$ cat src/rtl/core/tilt_pkg.sv
package tilt_pkg;

   // angle fraction and derived widths
   localparam int ANGLE_FRAC_BITS = 16;
   localparam int CORDIC_ITERS    = ANGLE_FRAC_BITS + 6;
   localparam int MAG_FRAC        = 16;
   localparam int ROOT_STEPS      = 32;
   localparam int XW              = 36;                  // cordic x/y width
   localparam int ZW              = ANGLE_FRAC_BITS + 9; // cordic angle width

   localparam longint unsigned E9             = 64'd1000000000;
   localparam longint unsigned DEG_PER_RAD_E9 = 64'd57295779513;

   localparam longint unsigned ATAN_DEG_E9 [12] = '{
      64'd45000000000, 64'd26565051177, 64'd14036243468, 64'd7125016349,
      64'd3576334375,  64'd1789910608,  64'd895173710,   64'd447614171,
      64'd223810500,   64'd111905677,   64'd55952892,    64'd27976453
   };

   // side data riding with a lane through the root pipeline
   typedef struct packed {
      logic signed [15:0] num;
      logic               all_zero;
   } side_type;

   // flags riding through the cordic
   typedef struct packed {
      logic num_zero;
      logic all_zero;
   } flag_type;

   typedef struct packed {
      logic signed [7:0] pitch_deg;
      logic              pitch_valid;
      logic signed [7:0] roll_deg;
   } result_type;

   // round(d * 2^s / 1e9), evaluated at elaboration only
   function automatic longint unsigned e9_to_fixed(longint unsigned d, int s);
      longint unsigned q;
      longint unsigned r;
      q = d / E9;
      r = d % E9;
      return (q << s) + (((r << s) + E9 / 2) / E9);
   endfunction

   // atan(2^-i) in degrees, ANGLE_FRAC_BITS fraction bits
   function automatic longint unsigned angle_step(int i);
      longint unsigned w;
      w = e9_to_fixed(DEG_PER_RAD_E9, ANGLE_FRAC_BITS + 8);
      if (i < 12) begin
         return e9_to_fixed(ATAN_DEG_E9[i], ANGLE_FRAC_BITS);
      end
      return (w + (64'd1 << (i + 7))) >> (i + 8);
   endfunction

endpackage

$ cat src/rtl/core/tilt_isqrt.sv
// Floor square root of {sq, 32'b0}, one result bit per stage.
module tilt_isqrt
   import tilt_pkg::*;
(
   input  logic        clock,
   input  logic        reset,
   input  logic        en,
   input  logic        in_valid,
   input  logic [31:0] in_sq,
   input  side_type    in_side,
   output logic        out_valid,
   output logic [31:0] out_root,
   output side_type    out_side
);

   logic        stage_v    [ROOT_STEPS+1];
   logic [63:0] stage_rem  [ROOT_STEPS+1];
   logic [63:0] stage_root [ROOT_STEPS+1];
   side_type    stage_side [ROOT_STEPS+1];

   assign stage_v[0]    = in_valid;
   assign stage_rem[0]  = {in_sq, 32'd0};
   assign stage_root[0] = 64'd0;
   assign stage_side[0] = in_side;

   for (genvar s = 0; s < ROOT_STEPS; s++) begin : g_step
      localparam logic [63:0] BIT = 64'd1 << (2 * (ROOT_STEPS - 1 - s));

      logic        valid_ff;
      logic [63:0] rem_ff,  rem_in;
      logic [63:0] root_ff, root_in;
      side_type    side_ff;
      logic [63:0] trial;

      always_comb begin
         trial = stage_root[s] + BIT;
         if (stage_rem[s] >= trial) begin
            rem_in  = stage_rem[s] - trial;
            root_in = (stage_root[s] >> 1) + BIT;
         end else begin
            rem_in  = stage_rem[s];
            root_in = stage_root[s] >> 1;
         end
      end

      always_ff @(posedge clock) begin
         if (reset) begin
            valid_ff <= 1'b0;
         end else if (en) begin
            valid_ff <= stage_v[s];
         end
         if (en) begin
            rem_ff  <= rem_in;
            root_ff <= root_in;
            side_ff <= stage_side[s];
         end
      end

      assign stage_v[s+1]    = valid_ff;
      assign stage_rem[s+1]  = rem_ff;
      assign stage_root[s+1] = root_ff;
      assign stage_side[s+1] = side_ff;
   end

   assign out_valid = stage_v[ROOT_STEPS];
   assign out_root  = stage_root[ROOT_STEPS][31:0];
   assign out_side  = stage_side[ROOT_STEPS];

endmodule

$ cat config.mk
export PLATFORM = sky130hd
export DESIGN_NAME = tilt_isqrt
export DESIGN_NICKNAME = d
export VERILOG_FILES = /design/src/rtl/core/tilt_pkg.sv /design/src/rtl/core/tilt_isqrt.sv
export SDC_FILE = /design/constraint.sdc
export NUM_CORES = 2
export LEC_CHECK = 0
export BUFFER_PORTS_ARGS = -buffer_cell sky130_fd_sc_hd__buf_2
export CORE_MARGIN = 2
export CORE_UTILIZATION = 40
export DETAILED_ROUTE_END_ITERATION = 12
export PLACE_DENSITY_LB_ADDON = 0.08
export SLEW_MARGIN = 20
export SYNTH_ARGS = -nofsm -noshare
export SYNTH_HDL_FRONTEND = slang
export SYNTH_SLANG_ARGS = --single-unit
$ cat constraint.sdc
create_clock -name clock -period 7.3 [get_ports clock]
set_input_delay 1.095 -clock clock [delete_from_list [all_inputs] [get_ports clock]]
set_output_delay 1.095 -clock clock [all_outputs]
set_load 0.05 [all_outputs]
==> metrics.yaml <==
yosys:
  synth_ff_type: "edfxtp_1"
  yosys-top-cells-area: "edfxtp_1, ha_1, xnor2_1"
  synth-seq-cells: 2321
  synth_warnings: 0
  synth_edf_count: 2289
  async_reset_ff_share_pct: 0
  ys_seq_area_share_pct: 62.6
  syn_avg_cell_area_sq_um: 12.6
  synth.distinct_cells: 92
  netlist_area_sq_um: 111000
  synth_top_area_share_pct: 62.1
  synth_fp_nets: 9419
  yosys.area.top_type: "edfxtp_1"
  syn_inst: 8824
cts:
  cts_root_buffer: "clkbuf_16"
  htreeDepth: 5
  cts_resized: 0
  cts_tree: "done"
  cts_buffer_depth: 4
  clk_latency_ps: 880
  cts.clk_slew.worst_paths_ps: 60
  clock-sinks: 2321
  hold_buffers: 0
  post_cts_buffers: 0
  numCtsBuffers: 274
min_path:
  hold_path.class: "in2reg"
setup_path:
  critPathArrivalTime_ps: 5720
  crit_type: "reg2reg"
  r2r-start: "g_step[29].rem_ff[4]$_SDFFCE_PP0P_"
  max_stage_delay_ps: 840
  r2r_slack_ps: 2170
  critPathRequiredTime_ps: 7890
  slowest_stage: "o31ai_1"
  cp-end-kind: "flip-flop"
  crit_path_start_kind: "flip-flop"
  crit_chain: "ha_1 > inv_1 > fa_1 > nand2b_1 > a21oi_1 > o211ai_1 > a31o_2 > o31ai_1 > a311oi_4 > a2111oi_2 > a21boi_0 > nand3_1 > xnor2_1"
  reg2reg_depth: 13
  r2r-end: "g_step[30].rem_ff[51]$_DFFE_PP_"
  critPathCapture: "g_step[30].rem_ff[51]$_DFFE_PP_"
  cp-startpoint: "g_step[29].rem_ff[4]$_SDFFCE_PP0P_"
  worstPathMaxFanout: 5
placement:
  post-place-ws_ps: 2160
  dp_cells: 12500
  gp_congestion: 0.895
  numPortBuffers: 102
  place_area_sq_um: 116000
  dpl.hpwl_microns: 177000
outcome:
  status: "complete, no violations"
drt:
  vias: 67500
  drt-vias-per-instance: 5.20
  drc: 0
  antenna_left: 0
  routed_wl_microns: 246000
  wire_per_inst_microns: 19.0
  drt_iter0_markers: 4690
  drt_pass1_iterations: 5
timing:
  hold_viol: 0
  tns_ps: 0
  clock_skew_ps: 51.1
  finalCritPeriodShare_pct: 70.3
  setup_slack_ps: 2170
  grt_setup_unrepaired: "no"
  tightestPinTransition_ps: 1140
  slew_violations: 0
  fin_crit_ps: 5130
  max_freq_ghz: 0.195
  finalSetupViolations: 0
  relSlewSlack_pct: 24.1
layout:
  stdcell_area_sq_um: 125000
  fillCellCount: 25000
  area_delta_synth_final_pct: 12.6
  layout-drive-gt1-share_pct: 7.32
  final_core_util_pct: 45.2
  fin_cells: 13000
  nets: 9673
power:
  peakVddDrop_mv: 0.209
  pwr_density_cell_nw_per_um2: 317
  p_leak_nw: 46.7
floorplanning:
  fp-row-count: 193
  start_util_pct: 40.1
  die_w_microns: 530
  coreArea_sq_um: 276000
  ios: 103
  dieArea_sq_um: 281000
  die_y_microns: 530
run:
  max-cap-violations: 0
grt:
  grt_max_degree: 179
  grt_pass1_wl_microns: 390000
  grt_pass1_vias: 67600
  grt_overflow: 0
  track_usage_pct: 17.5
  antenna_found_initial: 10
[synth_stat cells (45+ instances only)]
cell type  instances
a211oi_1          51
a21o_1           223
a21oi_1          554
and3_1            45
clkbuf_1         153
edfxtp_1        2289
ha_1             527
inv_1            666
mux2_2            65
nand2_1          613
nand2b_1         111
nand3_1          153
nand4_1           79
nor2_1           613
nor2b_1           75
nor3_1           227
nor4_1           174
o21a_1            97
o21ai_0          444
o21bai_1          64
or3_1             99
or4_1             66
xnor2_1          425
xor2_1           415
[critical path, delay by kind of cell (launching register included)]
family,cells,cell delay (ps)
AND/OR/NAND/NOR,2,380
adder cells (fa/ha/maj),2,610
XOR/XNOR,1,190
flip-flops,1,390
AO/OA/AOI/OAI,7,3200
buffers and inverters,1,70
[power breakdown]
| part | switching, mW | internal, mW |
|---|---|---|
| logic | 4.70 | 3.23 |
| registers | 1.36 | 16.9 |
| clock network | 5.42 | 8.01 |
| total | 11.5 | 28.1 |
[per-layer routing]
layer / GRT usage [%] / up-vias / wire length, microns / part of all wire (%)
li1: - / 33100 / - / -
met4: 5.34 / 0 / 6910 / 2.8
met5: 0 / - / 0 / 0
met3: 2.08 / 407 / 10100 / 4.1
met2: 27.6 / 1365 / 110000 / 45
met1: 25.1 / 32600 / 119000 / 48
[placed cells by master, fill, tap and decap left out, types with 41 or more instances in the layout]
cell / instances
nor4_1: 172
o21bai_1: 64
nor2_1: 613
a211oi_1: 50
clkbuf_1: 54
inv_1: 666
buf_4: 47
buf_2: 101
o31ai_1: 41
ha_1: 527
a21oi_1: 554
nor3_1: 225
nand2_1: 612
a21o_1: 223
clkinv_1: 54
edfxtp_1: 2289
o21ai_0: 443
nor2b_1: 75
o21a_1: 97
xor2_1: 415
or4_1: 66
nand4_1: 79
nand3_1: 153
mux2_2: 65
and3_1: 45
nand2b_1: 111
a31oi_1: 42
clkbuf_16: 281
or3_1: 99
xnor2_1: 425
[stage by stage]
step | hold slack [ps] | total power [mW]
6_report | 395 | 39.6
5_1_grt | 341 | 41.7
4_1_cts | 294 | 40.1
3_5_place_dp | 405 | 26.4
3_3_place_gp | 401 | 26.3
2_1_floorplan | 400 | 23.7
[registers in the layout, indices dropped and copies added, names as in the netlist]
signal and flops:
g_step.side_ff 527, out_valid 1, g_step.rem_ff 1217, g_step.valid_ff 31, out_side 17, g_step.root_ff 528
[worst min path at each step]
stage	start	endpoint	slack, ps	cells past startpoint
after floorplan	g_step[9].side_ff[0]$_DFFE_PP_	g_step[10].side_ff[0]$_DFFE_PP_	400	0
after global placement	g_step[29].side_ff[2]$_DFFE_PP_	g_step[30].side_ff[2]$_DFFE_PP_	400	0
after detailed placement	g_step[9].side_ff[7]$_DFFE_PP_	g_step[10].side_ff[7]$_DFFE_PP_	400	0
after CTS	in_side[8]	g_step[0].side_ff[8]$_DFFE_PP_	290	1
after global routing	in_side[9]	g_step[0].side_ff[9]$_DFFE_PP_	340	1
final	in_side[8]	g_step[0].side_ff[8]$_DFFE_PP_	390	1
[logic make-up after synthesis]
logic type               count (synthesis)  synth area share (%)
flip-flops                            2321                  62.6
buffers and inverters                  853                  2.92
multiplexers                           106                  1.03
AND/OR/NAND/NOR                       2431                  10.9
XOR/XNOR                               840                  6.64
AO/OA/AOI/OAI                         1731                  9.68
adder cells (fa/ha/maj)                542                  6.22
[area by class of cell]
type	instances	area [sq um]	share of cell area (%)
Inverter	670	2510	2.02
Multi-Input combinational cell	5650	38200	30.6
Sequential cell	2321	69400	55.6
Timing Repair Buffer	161	1120	0.897
Clock buffer	335	7230	5.80
Clock inverter	150	1610	1.29
Antenna cell	3	7.51	0.00602
Tap cell	3705	4640	3.72
Power figures use the tool's default switching activity.
